[src/sv/pipc_pkg.sv]
// Shared types and constants for the point-in-polygon crossing test.
package pipc_pkg;

  localparam int CoordW = 24;
  localparam int DiffW  = CoordW + 1;
  localparam int ProdW  = 2 * DiffW;
  localparam int QDepth = 2;
  localparam int QPtrW  = (QDepth > 1) ? $clog2(QDepth) : 1;
  localparam int QCntW  = $clog2(QDepth + 1);

  // one edge, classified and reduced to its differences
  typedef struct packed {
    logic                    en;
    logic                    dy_pos;
    logic signed [DiffW-1:0] dyc;
    logic signed [DiffW-1:0] dxp;
    logic signed [DiffW-1:0] dxc;
    logic signed [DiffW-1:0] dy;
  } edge_t;

  typedef struct packed {
    logic  first;
    logic  last;
    edge_t main_e;
    edge_t close_e;
  } item_t;

  typedef struct packed {
    logic                    en;
    logic                    dy_pos;
    logic signed [ProdW-1:0] lhs;
    logic signed [ProdW-1:0] rhs;
  } prod_t;

endpackage

[src/sv/pipc_queue.sv]
// Short queue of classified items between front and back.
module pipc_queue (
  input  logic            clk_i,
  input  logic            rst_ni,
  input  logic            wr_valid_i,
  output logic            wr_ready_o,
  input  pipc_pkg::item_t wr_item_i,
  output logic            rd_valid_o,
  input  logic            rd_ready_i,
  output pipc_pkg::item_t rd_item_o
);

  pipc_pkg::item_t                mem_q [pipc_pkg::QDepth];
  logic [pipc_pkg::QPtrW-1:0]     wr_ptr_q, rd_ptr_q;
  logic [pipc_pkg::QCntW-1:0]     cnt_q, cnt_d;
  logic                           push, pop;

  assign wr_ready_o = cnt_q != pipc_pkg::QCntW'(pipc_pkg::QDepth);
  assign rd_valid_o = cnt_q != '0;
  assign rd_item_o  = mem_q[rd_ptr_q];
  assign push       = wr_valid_i && wr_ready_o;
  assign pop        = rd_valid_o && rd_ready_i;

  always_comb begin
    cnt_d = cnt_q;
    if (push && !pop) cnt_d = cnt_q + pipc_pkg::QCntW'(1);
    if (pop && !push) cnt_d = cnt_q - pipc_pkg::QCntW'(1);
  end

  always_ff @(posedge clk_i) begin
    if (push) begin
      mem_q[wr_ptr_q] <= wr_item_i;
    end
  end

  always_ff @(posedge clk_i or negedge rst_ni) begin
    if (!rst_ni) begin
      wr_ptr_q <= '0;
      rd_ptr_q <= '0;
      cnt_q    <= '0;
    end else begin
      cnt_q <= cnt_d;
      if (push) begin
        wr_ptr_q <= (wr_ptr_q == pipc_pkg::QPtrW'(pipc_pkg::QDepth - 1)) ? '0 : wr_ptr_q + 1'b1;
      end
      if (pop) begin
        rd_ptr_q <= (rd_ptr_q == pipc_pkg::QPtrW'(pipc_pkg::QDepth - 1)) ? '0 : rd_ptr_q + 1'b1;
      end
    end
  end

endmodule

[config.mk]
export PLATFORM = sky130hd
export DESIGN_NAME = pipc_queue
export DESIGN_NICKNAME = d
export VERILOG_FILES = /design/src/sv/pipc_pkg.sv /design/src/sv/pipc_queue.sv
export SDC_FILE = /design/constraint.sdc
export NUM_CORES = 1
export LEC_CHECK = 0
export ABC_AREA = 1
export BUFFER_PORTS_ARGS = -buffer_cell sky130_fd_sc_hd__buf_2
export CAP_MARGIN = 10
export CELL_PAD_IN_SITES_DETAIL_PLACEMENT = 1
export CELL_PAD_IN_SITES_GLOBAL_PLACEMENT = 1
export CORE_MARGIN = 8
export CORE_UTILIZATION = 45
export CTS_CLUSTER_SIZE = 16
export DETAILED_ROUTE_END_ITERATION = 10
export PLACE_DENSITY = 0.93
export RECOVER_POWER = 50
export SLEW_MARGIN = 20
export SYNTH_ARGS = -nofsm -noshare
export SYNTH_HDL_FRONTEND = slang
export SYNTH_SLANG_ARGS = --single-unit
[constraint.sdc]
create_clock -name clk_i -period 14.7 [get_ports clk_i]
set_input_delay 3.675 -clock clk_i [delete_from_list [all_inputs] [get_ports clk_i]]
set_output_delay 3.675 -clock clk_i [all_outputs]
set_load 0.02 [all_outputs]
# Word-level counts from Yosys, hierarchy flattened
# Memories as Yosys holds them, arrays and structs flattened.
# Index checks and enable logic that the tools add are counted.
op_classes:
  n_addsub: 4
  n_eq_ne: 1
  n_mux: 6
  reduce_logical: 8
ops:
  columns: ["op", "count"]
  rows:
  - ["1-bit logical AND", 4]
  - ["1-bit 2-to-1 mux", 4]
  - ["2-bit 2-to-1 mux", 2]
  - ["2-bit nonzero test", 2]
  - ["1-bit adder, second input constant", 2]
  - ["2-bit by 1-bit adder with 2-bit output, second input constant", 1]
  - ["1-bit zero test", 2]
  - ["2-bit != test, second input constant", 1]
  - ["2-bit by 1-bit subtractor with 2-bit output, second input constant", 1]
word_totals:
  regBits: 4
  ramBits: 412
  input_bits: 210
  wordCells: 23
  memories: 1
memory_table:
  columns: ["memory", "words", "width", "rd", "rd_clocked_by_memory_dff", "wr", "line", "text"]
  rows:
  - ["mem_q", 2, 206, 1, 0, 1, "pipc_queue.sv:13", "pipc_pkg::item_t mem_q [pipc_pkg::QDepth];"]

# Longest topological paths before layout
logic_depth:
  ltp_word: 6
  mapped_depth: 10
  mapped_depth_nobuf: 10

# Worst setup path before layout
# No wires, ideal clock.
synth_timing:
  path_kind: "input to register"
  from: "in wr_valid_i"
  to: "mem mem_q[1][0] (netlist bit), enable pin"
  arrival_time_ns: 12.337
  required_time_ns: 13.923
  path_slack_ns: 1.586
  stages: 2
  path_buffers: 0
  cell_sequence: "nand2_1 -> nor2_1"
synth_between:
  elab_chain_len: 3
synth_lines:
  columns: ["item", "line", "text"]
  rows:
  - ["from (decl)", "pipc_queue.sv:5", "input logic wr_valid_i,"]
  - ["1-bit logical AND", "pipc_queue.sv:21", "assign push = wr_valid_i && wr_ready_o;"]
  - ["1-bit 2-to-1 mux", "pipc_queue.sv:31", "if (push) begin"]
  - ["1-bit 2-to-1 mux (not written as such)", "pipc_queue.sv:32", "mem_q[wr_ptr_q] <= wr_item_i;"]
  - ["to (decl)", "pipc_queue.sv:13", null]
# No other way between the ends.

# Final worst setup path
layout_timing:
  from: "in wr_valid_i"
  to: "mem mem_q[1][84] (netlist bit), enable pin"
# The elaborated chain is that of the path after synthesis.

==> metrics <==
Clk pwr share=between 20% and 30%; CTS Buffer Depth=3; ys async rst share=0.962%; worst reg-to-reg setup slack=8.58 ns; Clock Sinks=416; Cell Rows=67; post-placement cell area=17,600 µm²; Arr. time, crit path=between 8 and 9 ns; final routed DRC violation total=0; CTS tree=yes; IR drop worst, VDD=about 0.15 mV; Netlist cell types=14; Synth top area share=81.2%; failing checks=capacitance limit, slew limit; wire length per cell=23.2 µm; syn_nets=between 1k and 1.5k; CTS Buf Count=44; final setup fails=0; WS Path Type=primary input to flop; # hold bufs at CTS=0; area leader, netlist=edfxtp_1; Setup Skew=0.0160 ns; Fin Setup TNS=0 ns; Core Box Area=33,400 µm²; Setup crit start kind=primary input; Worst EP required=14.86 ns; part of the power in registers=roughly two fifths; Final Hold Viols=0; Post-synth EDFFs=between 400 and 500; CP max FO=81; Area Overhead vs Synth=24.0%; Slew headroom=-236%; root buffer cell=clkbuf_16; final slew viol count=about 120; Ys Warns=0; gr ovfl total=0; vias in the first global route=11.4k; Net Sw Power=between 1500 and 2000 µW; main flop type after synthesis=edfxtp_1; Power Density=228 nW/µm²; status=complete, but fails checks; post-route core utilization=a little under three fifths; Finished Cell Area=between 15,000 and 20,000 µm²; first-pass GRT wire length=between 60,000 and 70,000 µm; initial antenna violation count=11; worst-margin pin slew=5.04 ns; Hold WS=between 0.5 and 0.6 ns; # port buffers=417; Initial Utilization=45.5%; Final period util=59.7%; Worst-Skew Late Latency=0.56 ns; sequential cell area fraction in the yosys report=81.9%; H-tree depth=2; Ports=418; Internal=2630 µW; area of the die=40,000 µm²; 1st-pass router iterations=5; Max Fclk=114 MHz; #FFs+latches synth=416; top area cells in the synthesized netlist=edfxtp_1 81%, nand2_1 15%, buf_6 0.89%, buf_2 0.79%, dfrtp_1 0.66%; CTS clock-pin slew for the worst setup and hold paths=approximately 0.06 ns; post-layout minimum cycle time=slightly below 9 ns; total track usage=22.6%; cell count after synthesis=approximately 1.1k; DRT iter0 DRCs=541; nets=about 1.7k; most frequent cells after synthesis=628 x nand2_1, 412 x edfxtp_1, 24 x buf_2; DPL Wire Length=31,700 µm; max-capacitance violation count=2; syn_area_per_cell=13.8 µm²; share of cells above drive strength 1=21.2%; endpoint class of the critical path=flop; top-count cell post-synth=nand2_1; Netlist Area Pre-Place=15,200 µm²; Lkg Pwr=0.00777 µW; largest net degree at the start of global routing=122; unrepaired setup endpoints after global routing=no; Post-CTS Setup Repair Bufs=0; Comb power frac=approximately a third; post-route ant nets=0; DIE WIDTH=~200 µm; Via Count=10.2k; Switching Share=38.8%; final wirelength=46,900 µm; post-DR vias/cell=between 5 and 6; cts repair resizes=0; GP Congestion=0.779; hold crit path type=flop to flop; die height=around 200 µm
-- power groups by stage --
stage	clock network, µW	registers [µW]	logic (µW)
4_1_cts	1110	1730	1510
3_5_place_dp	0	1740	1490
3_3_place_gp	0	1710	1420
2_1_floorplan	0	1790	957
6_report	1090	1730	1480
5_1_grt	1150	1750	1600
-- layout by cell type (no fill, tap or decap), drive strengths merged --
cell type | Yosys | layout
clkbuf | 0 | 215
nand4 | 1 | 1
ha | 1 | 1
xnor2 | 1 | 1
nand2 | 628 | 628
a21oi | 1 | 1
nand3 | 2 | 2
nor2 | 3 | 3
inv | 7 | 7
dfrtp | 4 | 4
clkinv | 0 | 20
edfxtp | 412 | 412
diode | 0 | 8
buf | 45 | 270
bufinv | 0 | 3
-- layout make-up --
cell class	count	area [µm²]
flip-flops and latches	416	12500
inverters	7	31.3
fillers	3526	14600
clock inverters	23	201
well taps	448	561
diodes	8	20.0
repair buffers	426	1960
multi-input cells	637	2420
clock buffers	59	1220
-- path summary, 6_finish.rpt --
kind / start / to / depth (start not counted)
min: cnt_q[1] / cnt_q[1] / 2
max in group asynchronous: rst_ni / rd_ptr_q / 1
max reg2reg: cnt_q[0] / mem_q[1][84] / 6
min reg2reg: cnt_q[1] / cnt_q[1] / 2
min in group asynchronous: rst_ni / wr_ptr_q / 1
max: wr_valid_i / mem_q[1][84] / 5
-- sequential cells by signal, summed over array words and instances (netlist names) --
register / flops
mem_q: 412
cnt_q: 2
rd_ptr_q: 1
wr_ptr_q: 1
-- routing by layer --
metal	track usage, %	wire length, µm	up-vias
li1	-	-	4607
met1	23.8	16200	4993
met2	40.6	24300	462
met3	7.90	4700	110
met4	9.70	1690	8
met5	0	51	-
-- per-stage QoR --
stage / setup slack, ns / cells / total power [µW]
finish: 5.93 / 2024 / 4300
floorplan: 1.59 / 1105 / 2740
global placement: 8.03 / 1934 / 3140
detailed placement: 7.88 / 1934 / 3230
global route: 5.55 / 2023 / 4500
CTS: 7.51 / 2016 / 4350
-- critical path, stage by stage --
cell      delay (ns)
clkbuf_1        0.17
nand2_1         0.18
nor2_4          0.12
clkbuf_1        3.54
buf_4           1.19
-- cell families (layout without fill, tap and decap cells) --
| kind of cell | count (synthesis) | after routing | synth area share (%) |
|---|---|---|---|
| xor gates and xnor gates | 1 | 1 | 0.0575 |
| other | 0 | 8 | 0 |
| adders and majority gates | 1 | 1 | 0.0821 |
| AOI/OAI and AO/OA | 1 | 1 | 0.0328 |
| and+or+nand+nor | 634 | 634 | 15.7 |
| buffers and inverters | 52 | 515 | 2.31 |
| DFF | 416 | 416 | 81.9 |
(Power assumes the default switching activity.)
