==> config.mk <==
export PLATFORM = sky130hd
export DESIGN_NAME = pipc_front
export DESIGN_NICKNAME = d
export VERILOG_FILES = /design/src/sv/pipc_pkg.sv /design/src/sv/pipc_front.sv
export SDC_FILE = /design/constraint.sdc
export NUM_CORES = 1
export LEC_CHECK = 0
export BUFFER_PORTS_ARGS = -buffer_cell sky130_fd_sc_hd__buf_2
export CORE_UTILIZATION = 30
export DETAILED_ROUTE_END_ITERATION = 10
export HOLD_SLACK_MARGIN = 0.02
export PLACE_DENSITY_LB_ADDON = 0.25
export SETUP_SLACK_MARGIN = 0.4
export SYNTH_ARGS = -nofsm -noshare
export SYNTH_HDL_FRONTEND = slang
export SYNTH_SLANG_ARGS = --single-unit
==> constraint.sdc <==
create_clock -name clk_i -period 12.3 [get_ports clk_i]
set_input_delay 3.69 -clock clk_i [delete_from_list [all_inputs] [get_ports clk_i]]
set_output_delay 3.69 -clock clk_i [all_outputs]
set_load 0.03 [all_outputs]
==> src/sv/pipc_pkg.sv <==
// Shared types and constants for the point-in-polygon crossing test.
package pipc_pkg;

  localparam int CoordW = 24;
  localparam int DiffW  = CoordW + 1;
  localparam int ProdW  = 2 * DiffW;
  localparam int QDepth = 2;
  localparam int QPtrW  = (QDepth > 1) ? $clog2(QDepth) : 1;
  localparam int QCntW  = $clog2(QDepth + 1);

  // one edge, classified and reduced to its differences
  typedef struct packed {
    logic                    en;
    logic                    dy_pos;
    logic signed [DiffW-1:0] dyc;
    logic signed [DiffW-1:0] dxp;
    logic signed [DiffW-1:0] dxc;
    logic signed [DiffW-1:0] dy;
  } edge_t;

  typedef struct packed {
    logic  first;
    logic  last;
    edge_t main_e;
    edge_t close_e;
  } item_t;

  typedef struct packed {
    logic                    en;
    logic                    dy_pos;
    logic signed [ProdW-1:0] lhs;
    logic signed [ProdW-1:0] rhs;
  } prod_t;

endpackage

==> src/sv/pipc_front.sv <==
// Front end: takes vertices, keeps polygon state and classifies both edges of an item.
module pipc_front (
  input  logic                                clk_i,
  input  logic                                rst_ni,
  input  logic signed [pipc_pkg::CoordW-1:0] point_x_i,
  input  logic signed [pipc_pkg::CoordW-1:0] point_y_i,
  input  logic signed [pipc_pkg::CoordW-1:0] vertex_x_i,
  input  logic signed [pipc_pkg::CoordW-1:0] vertex_y_i,
  input  logic                                first_vertex_i,
  input  logic                                last_vertex_i,
  input  logic                                push_i,
  output pipc_pkg::item_t                     item_o
);

  logic signed [pipc_pkg::CoordW-1:0] held_px_q, held_py_q, held_px_d, held_py_d;
  logic signed [pipc_pkg::CoordW-1:0] start_x_q, start_y_q, start_x_d, start_y_d;
  logic signed [pipc_pkg::CoordW-1:0] prev_x_q, prev_y_q;

  function automatic pipc_pkg::edge_t classify(
    input logic signed [pipc_pkg::CoordW-1:0] x,
    input logic signed [pipc_pkg::CoordW-1:0] y,
    input logic signed [pipc_pkg::CoordW-1:0] xc,
    input logic signed [pipc_pkg::CoordW-1:0] yc,
    input logic signed [pipc_pkg::CoordW-1:0] xp,
    input logic signed [pipc_pkg::CoordW-1:0] yp,
    input logic                                use_e
  );
    pipc_pkg::edge_t e;
    logic straddle;
    logic x_ok;
    straddle = ((yc < y) && (yp >= y)) || ((yp < y) && (yc >= y));
    x_ok     = (xc <= x) || (xp <= x);
    e.en     = use_e && straddle && x_ok;
    e.dyc    = $signed({y[pipc_pkg::CoordW-1], y}) - $signed({yc[pipc_pkg::CoordW-1], yc});
    e.dxp    = $signed({xp[pipc_pkg::CoordW-1], xp}) - $signed({xc[pipc_pkg::CoordW-1], xc});
    e.dxc    = $signed({x[pipc_pkg::CoordW-1], x}) - $signed({xc[pipc_pkg::CoordW-1], xc});
    e.dy     = $signed({yp[pipc_pkg::CoordW-1], yp}) - $signed({yc[pipc_pkg::CoordW-1], yc});
    e.dy_pos = yp > yc;
    return e;
  endfunction

  always_comb begin
    held_px_d = first_vertex_i ? point_x_i  : held_px_q;
    held_py_d = first_vertex_i ? point_y_i  : held_py_q;
    start_x_d = first_vertex_i ? vertex_x_i : start_x_q;
    start_y_d = first_vertex_i ? vertex_y_i : start_y_q;
    item_o.first   = first_vertex_i;
    item_o.last    = last_vertex_i;
    item_o.main_e  = classify(held_px_d, held_py_d, vertex_x_i, vertex_y_i,
                              prev_x_q, prev_y_q, !first_vertex_i);
    item_o.close_e = classify(held_px_d, held_py_d, start_x_d, start_y_d,
                              vertex_x_i, vertex_y_i, last_vertex_i);
  end

  always_ff @(posedge clk_i or negedge rst_ni) begin
    if (!rst_ni) begin
      held_px_q <= '0;
      held_py_q <= '0;
      start_x_q <= '0;
      start_y_q <= '0;
      prev_x_q  <= '0;
      prev_y_q  <= '0;
    end else if (push_i) begin
      held_px_q <= held_px_d;
      held_py_q <= held_py_d;
      start_x_q <= start_x_d;
      start_y_q <= start_y_d;
      prev_x_q  <= vertex_x_i;
      prev_y_q  <= vertex_y_i;
    end
  end

endmodule

# Yosys cells after proc, flatten, opt, wreduce, memory -nomap -nowiden

Cells that the tools add are included.

Bits in registers: 144
Input bits: 101
Output and inout bits: 206
Logic and storage cells: 42

Add/sub/neg operators: 8
$lt $le $gt $ge: 11
Muxes and demuxes: 4
Reduce and logical (&&, ||, !) cells: 13

Operators by type and width:

| cell                                           | count |
|---|---|
| 24-bit by 24-bit subtractor with 25-bit output | 8 |
| 24-bit two-way mux                             | 4 |
| 24-bit greater-or-equal comparator             | 3 |
| 24-bit less-or-equal comparator                | 3 |
| 24-bit less-than comparator                    | 3 |
| 24-bit > comparator                            | 2 |
| 1-bit logical AND                              | 8 |
| 1-bit logical OR                               | 4 |
| 1-bit zero test                                | 1 |

# Logic depth before layout (Yosys ltp)

Gate-level depths: netlist of the first run.

Depth after elaboration: 6
Gate-level depth with buffers: 14
Mapped depth without buffers: 11

# Least setup slack after synthesis of the first run

No wires, ideal clock.

Path type: input-to-output
Start: input port first_vertex_i
End: output port item_o[48] (netlist bit)
Arrival: 7.859 ns
Slack: 0.751 ns
Stages: 14
Cell sequence: clkbuf_1 clkbuf_1 buf_1 mux2i_1 inv_1 ha_1 nor2b_1 o31a_1 o31ai_4 nor4b_2 o21ai_1 a2111o_1 nand2_1 o311ai_0

RTL lines:

| element         | line             | source |
|---|---|---|
| start, declared | pipc_front.sv:9  | `input logic first_vertex_i,` |
| end, declared   | pipc_front.sv:12 | `output pipc_pkg::item_t item_o` |

==> impl_results.md, run 1 <==
- Crit Path Max Fanout: 46
- WHS: just over 0.5 ns
- Met2 global-route usage: 0.363
- Hold buffers post-CTS: 0
- GRT met1 Usage: 0.264
- MaxCap Viol Count: 0
- Final setup viols: 0
- Post-synth EDFFs: 0
- Largest net degree at the start of global routing: 93
- Wire length per cell: slightly below 20 um
- # DRC: 0
- Site row count: 87
- Hold Crit Class: register to register
- # IOs: around 310
- Cell taking the most area after synthesis: dfrtp_1
- Seq/Total Area, Yosys: 0.209
- Detail Placement HPWL: ~53000 um
- Post-synthesis to final-layout area growth: 17.1%
- CTS tree: yes
- Commonest cells in the netlist: 253 x a21oi_1, 245 x ha_1, 211 x nor2_1
- Worst Path Required: 8.61 ns
- Setup_tns: 0 ns
- RSZ-0062 raised after global routing: false
- Ant diodes: 0
- Starting DRC count in detailed routing: approximately 1100
- Post-CTS setup repair buffer count: 0
- Die height: 242 um
- Total number of vias: ~17000
- Routed wire length: ~63000 um
- Top cell type's share of synthesized area: 0.209
- Ys Warns: 0
- Leak: ~0.0098 uW
- Critical path arrival: between 7 and 8 ns
- Total gr overflow: 0
- Routability Congestion: 0.933
- Net Count, Synth: approximately 2500
- Slew Viols, Final: 0
- Count leader, synth: a21oi_1
- Worst Setup Start Kind: primary input
- Clock Latency Late Sink: around 0.49 ns
- CP Cell Sequence: buf_6 > buf_4 > mux2i_1 > inv_1 > ha_1 > nand4_1 > or4_1 > nor2_1 > nor4_1 > a221oi_1 > a311oi_1 > a2111oi_2 > buf_2
- Min Clock Period, post-route: roughly 12 ns
- Power Density: around 160 mW/mm^2
- # fillers: ~6000
- Die Span X: 242 um
- Core area: between 0.05 and 0.06 sq mm
- Synth unique cells: 80
- Global routing's busiest layer: met2
- Tightest Pin Transition: slightly below 0.9 ns
- Post-Route Utilization: 0.357
- Drt pass-1 iters: 6
- Full die area: around 0.058 sq mm
- GR Util met3: 0.0408
- Routed Antenna Nets: 0
- Cells after Synth: 2100
- Synthesized cell area: 0.0172 sq mm
- # clock sinks: roughly 140
- CTS resizes: 0
- Global-route wire length before repair: about 94000 um
- Status: finished, final reports clean
- Share of cells above drive strength 1: 0.178
- Placed Cells incl. Taps: approximately 3100
- CP max stage delay: roughly 0.56 ns
- Clock tree buffer depth: 2
- CTS H-tree lvls: 4
- Vias in the first global route: ~16000
- Synthesized flop and latch total: approximately 140
- Clk root buf: clkbuf_16
- CP Class: primary input to output port
- Total CTS buffers: 17
- GR Util All Layers: 0.210
- Fraction of registers with async set/reset: 1.00
- Fin Clk Skew: 0 ns
- Worst slew margin: 0.419
- Crit end category: output port
- Starting Density: 0.305
- Final hold viol count: 0
- Fin nets: between 2000 and 3000
- Main area contributors after synthesis: dfrtp_1 21%, ha_1 18%, a21oi_1 7.4%
- Slowest-stage cell, CP: or4_1
- Initial antenna violation count: 0
- Synthesized area per cell: between 8 and 9 sq um
- Worst IR drop on VDD: 0.000118 V
- Layout Cells excl Fill: ~3200
- Vias per cell: 5.28
- Primary FF master, synth: dfrtp_1
- Final Cycle Share: 0.949
- Clk slew on worst S/H paths: approximately 0.07 ns
- PortBufs: 306
- Fmax: between 80 and 90 MHz
==> worst max-delay path: cells and delay by family <==
kind / cells / cell delay (ns)
simple gates: 4 / 0.93
buf+inv: 4 / 1.32
fa+ha+maj: 1 / 0.39
compound gates: 3 / 1.29
mux: 1 / 0.33
==> sequential cells by signal, summed over array words and instances (netlist names) <==
signal     cells
prev_y_q      24
held_py_q     24
start_x_q     24
prev_x_q      24
held_px_q     24
start_y_q     24
==> metrics by stage <==
| step | total power (uW) | worst slack (ns) | cell area [sq um] |
|---|---|---|---|
| final | 3200 | 0.628 | 20200 |
| after global routing | 3390 | 0.403 | 20200 |
| after CTS | 3220 | 0.596 | 20200 |
| after detailed placement | 2670 | 0.632 | 19600 |
| after global placement | 2670 | 0.748 | 19600 |
| after floorplan | 2040 | 0.751 | 17200 |
==> layout by cell type, fill, tap and decap left out, drive strengths merged, types with 8 or more instances in the layout <==
cell,n
buf,321
a21oi,253
ha,245
nor2,211
inv,172
dfrtp,144
xnor2,109
o21ai,99
mux2i,96
a21o,85
nand2,84
mux2,50
nand3,46
nand4,41
nor3,40
xor2,40
o21a,34
nand2b,27
nor2b,26
o21bai,26
a31oi,20
clkbuf,19
or3,14
and3,14
o31a,13
a211oi,12
o211ai,11
nor4,9
fa,8
==> per-layer routing <==
layer  wire length [um]  up-vias  share of wire
met5                  0        -              0
met4               1350        0          0.022
met3               2890       66          0.046
met2              30500      437           0.49
met1              27900     7927           0.45
li1                   -     8209              -
==> path summary, 6_finish.rpt <==
path,startpoint,to,slack [ns],cells past startpoint
hold reg to reg,start_y_q[0],start_y_q[0],0.51,1
setup reg to reg,start_x_q[0],start_x_q[0],11.26,2
max in group asynchronous,rst_ni,prev_x_q[4],7.88,2
setup / recovery,first_vertex_i,item_o[203],0.63,13
min in group asynchronous,rst_ni,prev_y_q[18],3.15,1
hold / removal,start_y_q[0],start_y_q[0],0.51,1
==> kinds of logic (layout without fill, tap and decap cells) <==
kind of cell             count (synthesis)  count (layout)  share of synthesized area
multiplexers                           146             146                     0.0885
flip-flops                             144             144                      0.209
AO/OA/AOI/OAI                          640             640                      0.238
buffers and inverters                  226             523                     0.0503
adder cells (fa/ha/maj)                253             253                      0.187
XOR/XNOR                               149             149                     0.0758
AND/OR/NAND/NOR                        542             542                      0.151
==> power breakdown <==
group          internal, uW  switching [uW]  leakage, uW
Combinational           685            1420      0.00790
Clock                   287             237     0.000275
Sequential              531            37.3      0.00161
==> area by class of cell <==
type,instances,area (sq um),share of cell area
Multi-Input combinational cell,1730,12700,0.632
Clock inverter,13,113,0.00559
Inverter,170,638,0.0317
Sequential cell,144,3600,0.179
Tap cell,756,946,0.0469
Clock buffer,19,453,0.0225
Timing Repair Buffer,321,1660,0.0825
(Power assumes the default switching activity.)
==> run 2, diff against run 1 <==
==> constraint.sdc (replaced) <==
create_clock -name clk_i -period 12.3 [get_ports clk_i]
set_input_delay 2.46 -clock clk_i [delete_from_list [all_inputs] [get_ports clk_i]]
set_output_delay 2.46 -clock clk_i [all_outputs]
set_load 0.03 [all_outputs]
==> impl_results.md, run 2 (synthesis results as in run 1) <==
- Clk root buf: clkbuf_16
- # fillers: 5929 (-0.67%)
- Routability Congestion: 0.901 (-3.5%)
- CTS resizes: 0 (unchanged)
- Routed Antenna Nets: 0 (unchanged)
- Vias per cell: 5.29 (+0.31%)
- CP Class: primary input to output port
- Setup_tns: 0 ns (unchanged)
- Power Total: 3200 uW (+0.16%)
- Die Span X: 242 um (unchanged)
- Hold buffers post-CTS: 0 (unchanged)
- Min Clock Period, post-route: 9.18 ns (-2.49 ns)
- Vias in the first global route: 16524 (+1.2%)
- Slowest-stage cell, CP: mux2i_1
- Post-synthesis to final-layout area growth: 16.8%
- # DRC: 0 (unchanged)
- Largest net degree at the start of global routing: 84 (-9.7%)
- Core area: 0.0565 sq mm (unchanged)
- Tightest Pin Transition: 0.941 ns (+0.0699 ns)
- Total CTS buffers: 17 (unchanged)
- Drt pass-1 iters: 5 (-1)
- CP max stage delay: 0.58 ns (+0.02 ns)
- Clock Latency Late Sink: 0.49 ns (about the same)
- # clock sinks: 144 (unchanged)
- Total gr overflow: 0 (unchanged)
- CP Cell Sequence: buf_6 > buf_12 > mux2i_1 > inv_1 > ha_1 > nor2b_1 > o21bai_1 > a21oi_1 > nor3_1 > nor3_1 > o31a_1 > o221ai_1 > a2111oi_2 > buf_2
- Crit end category: output port
- Share of cells above drive strength 1: 0.173 (-0.00463)
- Final hold viol count: 0 (unchanged)
- Leading cell type in the layout, fill and taps excluded: buf_2
- Crit path max-delay family: compound AO/OA/AOI/OAI gates
- Worst Setup Start Kind: primary input
- Die height: 242 um (unchanged)
- Global-route wire length before repair: 94900 um (+0.69%)
- Starting Density: 0.305 (unchanged)
- Hold Crit Class: register to register
- Post-CTS setup repair buffer count: 0 (unchanged)
- Worst slew margin: 0.373 (-0.0466)
- Leak: 0.00976 uW (-0.36%)
- Final Cycle Share: 0.746 (-0.203)
- Worst Path Required: 9.84 ns (+1.23 ns)
- Full die area: 0.0583 sq mm (unchanged)
- Fmax: 109 MHz (+27%)
- CTS tree: yes
- Routed wire length: 61900 um (-1.3%)
- Initial antenna violation count: 0 (unchanged)
- Power Density: 159 mW/mm^2 (+0.41%)
- Ant diodes: 0 (unchanged)
- RSZ-0062 raised after global routing: false
- PortBufs: 306 (unchanged)
- Clk slew on worst S/H paths: 0.06 ns (about the same)
- WP buf/inv: 4 (unchanged)
- Clock tree buffer depth: 2 (unchanged)
- CTS H-tree lvls: 4 (unchanged)
- Crit Path Max Fanout: 50 (+8.7%)
- CP most frequent cell: nor3_1
- Fin Clk Skew: 0 ns (unchanged)
- Site row count: 87 (unchanged)
- Slew Viols, Final: 0 (unchanged)
- Total number of vias: 16633 (-0.036%)
- Status: finished, final reports clean
- Fin nets: 2727 (-0.40%)
- MaxCap Viol Count: 0 (unchanged)
- Worst IR drop on VDD: 0.000119 V (+1.2%)
- Final setup viols: 0 (unchanged)
- # IOs: 307 (unchanged)
- Wire length per cell: 19.7 um (-0.91%)
- Most frequent cells in the layout: 303 x buf_2, 253 x a21oi_1, 245 x ha_1
- GR Util All Layers: 0.210 (about the same)
- Post-Route Utilization: 0.356 (-0.000908)
- Detail Placement HPWL: 51300 um (-2.3%)
- Critical path arrival: 6.72 ns (-1.26 ns)
- Starting DRC count in detailed routing: 1117 (+2.4%)
## run 2: power breakdown
part / switching (uW) / total [uW] / internal, uW
combinational: 1410 / 2090 / 682
clock: 231 / 544 / 312
sequential: 36.5 / 567 / 531
total: 1680 / 3200 / 1520
## run 2: final cells by class
type                       instances  area (sq um)  area share
clock inverter                    10           110     0.00548
inverter                         170           638      0.0317
sequential                       144          3600       0.179
clock buffer                      22           474      0.0236
timing repair buffer             310          1590      0.0792
tap                              756           946      0.0470
multi-input combinational       1730         12700       0.634
## run 2: path summary, 6_finish.rpt
| kind | startpoint | end | cells after the start | slack (ns) |
|---|---|---|---|---|
| hold reg to reg | start_y_q[0] | start_y_q[0] | 1 | 0.51 |
| setup reg to reg | start_x_q[23] | start_x_q[23] | 2 | 11.08 |
| min in group asynchronous | rst_ni | held_py_q[18] | 1 | 2.03 |
| max in group asynchronous | rst_ni | held_px_q[11] | 2 | 8.80 |
| hold / removal | start_y_q[0] | start_y_q[0] | 1 | 0.51 |
| setup / recovery | first_vertex_i | item_o[203] | 14 | 3.12 |
## run 2: layer usage
metal  track usage  wire length, um  vias up
li1              -                -     8183
met1         0.263            27200     7909
met2         0.368            30400      478
met3        0.0421             3170       63
met4        0.0483             1060        0
met5             0                0        -
## run 2: per-stage QoR
step / hold WS (ns) / std cells / setup WS [ns] / instance area [sq um]
after floorplan: 0.477 / 2100 / 3.21 / 17200
after global placement: 0.487 / 3110 / 3.09 / 19500
after detailed placement: 0.496 / 3110 / 3.06 / 19500
after CTS: 0.510 / 3142 / 3.04 / 20100
after global routing: 0.542 / 3142 / 2.72 / 20100
final: 0.506 / 3142 / 3.12 / 20100
==> run 3, diff against run 2 <==
clock period = 7.95 ns   (was 12.3 ns; I/O delays follow)
==> impl_results.md, run 3 (synthesis results as in run 1) <==
- Clk root buf: clkbuf_16
- Slew Viols, Final: 0 (unchanged)
- Final hold viol count: 0 (unchanged)
- Total CTS buffers: 17 (unchanged)
- Die Span X: 242 um (unchanged)
- PortBufs: 306 (unchanged)
- Routed Antenna Nets: 0 (unchanged)
- Post-synthesis to final-layout area growth: 17.2%
- Fin Clk Skew: 0 ns (unchanged)
- Fin nets: 2734 (+0.26%)
- Share of cells above drive strength 1: 0.176 (+0.00284)
- Worst Setup Start Kind: primary input
- CP Class: primary input to output port
- Pre-CTS WS: 0.434 ns (-2.63 ns)
- # IOs: 307 (unchanged)
- Clk slew on worst S/H paths: 0.06 ns (about the same)
- Leak: 0.00979 uW (+0.34%)
- Full die area: 0.0583 sq mm (unchanged)
- Vias in the first global route: 16391 (-0.80%)
- Vias per cell: 5.27 (-0.41%)
- MaxCap Viol Count: 0 (unchanged)
- Worst Hold End: start_x_q[0]
- Initial antenna violation count: 0 (unchanged)
- Routed wire length: 61600 um (-0.38%)
- Status: finished, final reports clean
- Worst IR drop on VDD: 0.000178 V (+49%)
- Register Area: 0.00360 sq mm (unchanged)
- Fmax: between 100 and 150 MHz
- Post-CTS setup repair buffer count: 0 (unchanged)
- Worst slew margin: 0.475 (+0.102)
- Detail Placement HPWL: 51400 um (+0.25%)
- Reg2Reg Depth: 2 (unchanged)
- Leading cell type in the layout, fill and taps excluded: buf_2
- Wire length per cell: 19.6 um (-0.61%)
- Crit Path Max Fanout: 65 (+30%)
- Final setup viols: 0 (unchanged)
- Clock Latency Late Sink: 0.49 ns (about the same)
- Worst Path Required: 6.36 ns (-3.48 ns)
- Total gr overflow: 0 (unchanged)
- Die height: 242 um (unchanged)
- # DRC: 0 (unchanged)
- Drt pass-1 iters: 5 (unchanged)
- Site row count: 87 (unchanged)
- Ant diodes: 0 (unchanged)
- Post-Route Utilization: 0.357 (+0.00106)
- Total number of vias: 16602 (-0.19%)
- Final Cycle Share: 0.892
- CTS tree: yes
- Hold Crit Class: register to register
- Largest net degree at the start of global routing: 153 (+82%)
- Setup_tns: 0 ns (unchanged)
- Clock tree buffer depth: 2 (unchanged)
- Area of the multi-input gates: 0.0127 sq mm (unchanged)
- Routability Congestion: 0.899 (-0.18%)
- Power Density: 246 mW/mm^2 (+54%)
- Tightest Pin Transition: 0.788 ns (-0.153 ns)
- Critical path arrival: 5.50 ns (-1.22 ns)
- Crit end category: output port
- Min Clock Period, post-route: 7.09 ns
- Min-Delay Startpoint: start_x_q[0]
- Hold Path Stages: 1 (unchanged)
- Final worst slack: 0.857 ns (-2.26 ns)
- Global-route wire length before repair: 93500 um (-1.5%)
- # clock sinks: 144 (unchanged)
- RR Endpoint: start_y_q[23]
- CTS H-tree lvls: 4 (unchanged)
- GR Util All Layers: 0.207 (-0.00272)
- RR Startpoint: start_y_q[23]
- Core area: 0.0565 sq mm (unchanged)
- Starting Density: 0.305 (unchanged)
- RSZ-0062 raised after global routing: false
- Most frequent cells in the layout: 303 x buf_2, 253 x a21oi_1, 245 x ha_1
- Worst R2R Setup Slack: 6.87 ns (-4.21 ns)
- # fillers: 5925 (-0.067%)
- Starting DRC count in detailed routing: 857 (-23%)
[run 3: cell count changes in the layout (fill, tap and decap cells not counted)]
cell / previous run / this run
buf_12: 1 / 2
buf_4: 3 / 10
buf_6: 3 / 2
clkbuf_1: 2 / 1
clkinv_2: 5 / 6
clkinv_4: 2 / 0
clkinvlp_4: 1 / 3
[run 3: power by group]
group | internal [uW] | switching [uW] | total (uW)
Combinational | 1060 | 2180 | 3240
Clock | 481 | 359 | 840
Sequential | 821 | 57.7 | 879
[run 3: metrics by stage]
step	cell area, sq um	instances	power [uW]	hold WS [ns]
after floorplan	17200	2100	3150	0.477
after global placement	19600	3117	4100	0.488
after detailed placement	19600	3117	4120	0.495
after CTS	20200	3149	5000	0.509
after global routing	20200	3149	5270	0.526
final	20200	3149	4960	0.505
[run 3: final cells by class]
cell class | count | share of cell area
well taps | 756 | 0.0469
inverters | 170 | 0.0316
flip-flops and latches | 144 | 0.179
clock inverters | 11 | 0.00558
clock buffers | 21 | 0.0233
repair buffers | 317 | 0.0820
multi-input cells | 1730 | 0.632
[run 3: timing repair]
action / CTS / global route
hold buffers: 0 / 0
resized for setup: 0 / 3
setup endpoints to repair: 0 / 3
[run 3: critical path, cell delays in order]
cell and delay, ns:
buf_12 0.39, buf_4 0.32, mux2i_1 0.33, inv_1 0.13
ha_1 0.43, nand4_1 0.11, or4_1 0.49, nor2_1 0.16
nor4_1 0.06, a221oi_1 0.54, a311oi_1 0.23, a2111oi_2 0.43
buf_2 0.29
[run 3: layer usage]
metal | share of wire | GRT usage | vias up
met5 | 0 | 0 | -
met4 | 0.019 | 0.0545 | 0
met3 | 0.040 | 0.0354 | 54
met2 | 0.49 | 0.363 | 384
met1 | 0.45 | 0.261 | 7965
li1 | - | - | 8199
[run 3: worst max path at each step]
stage / slack (ns) / from / endpoint / depth (start not counted)
floorplan: 0.60 / first_vertex_i / item_o[48] / 14
global placement: 0.51 / first_vertex_i / item_o[203] / 13
detailed placement: 0.43 / first_vertex_i / item_o[203] / 13
CTS: 0.43 / first_vertex_i / item_o[203] / 13
global route: 0.54 / first_vertex_i / item_o[101] / 12
finish: 0.86 / first_vertex_i / item_o[203] / 13
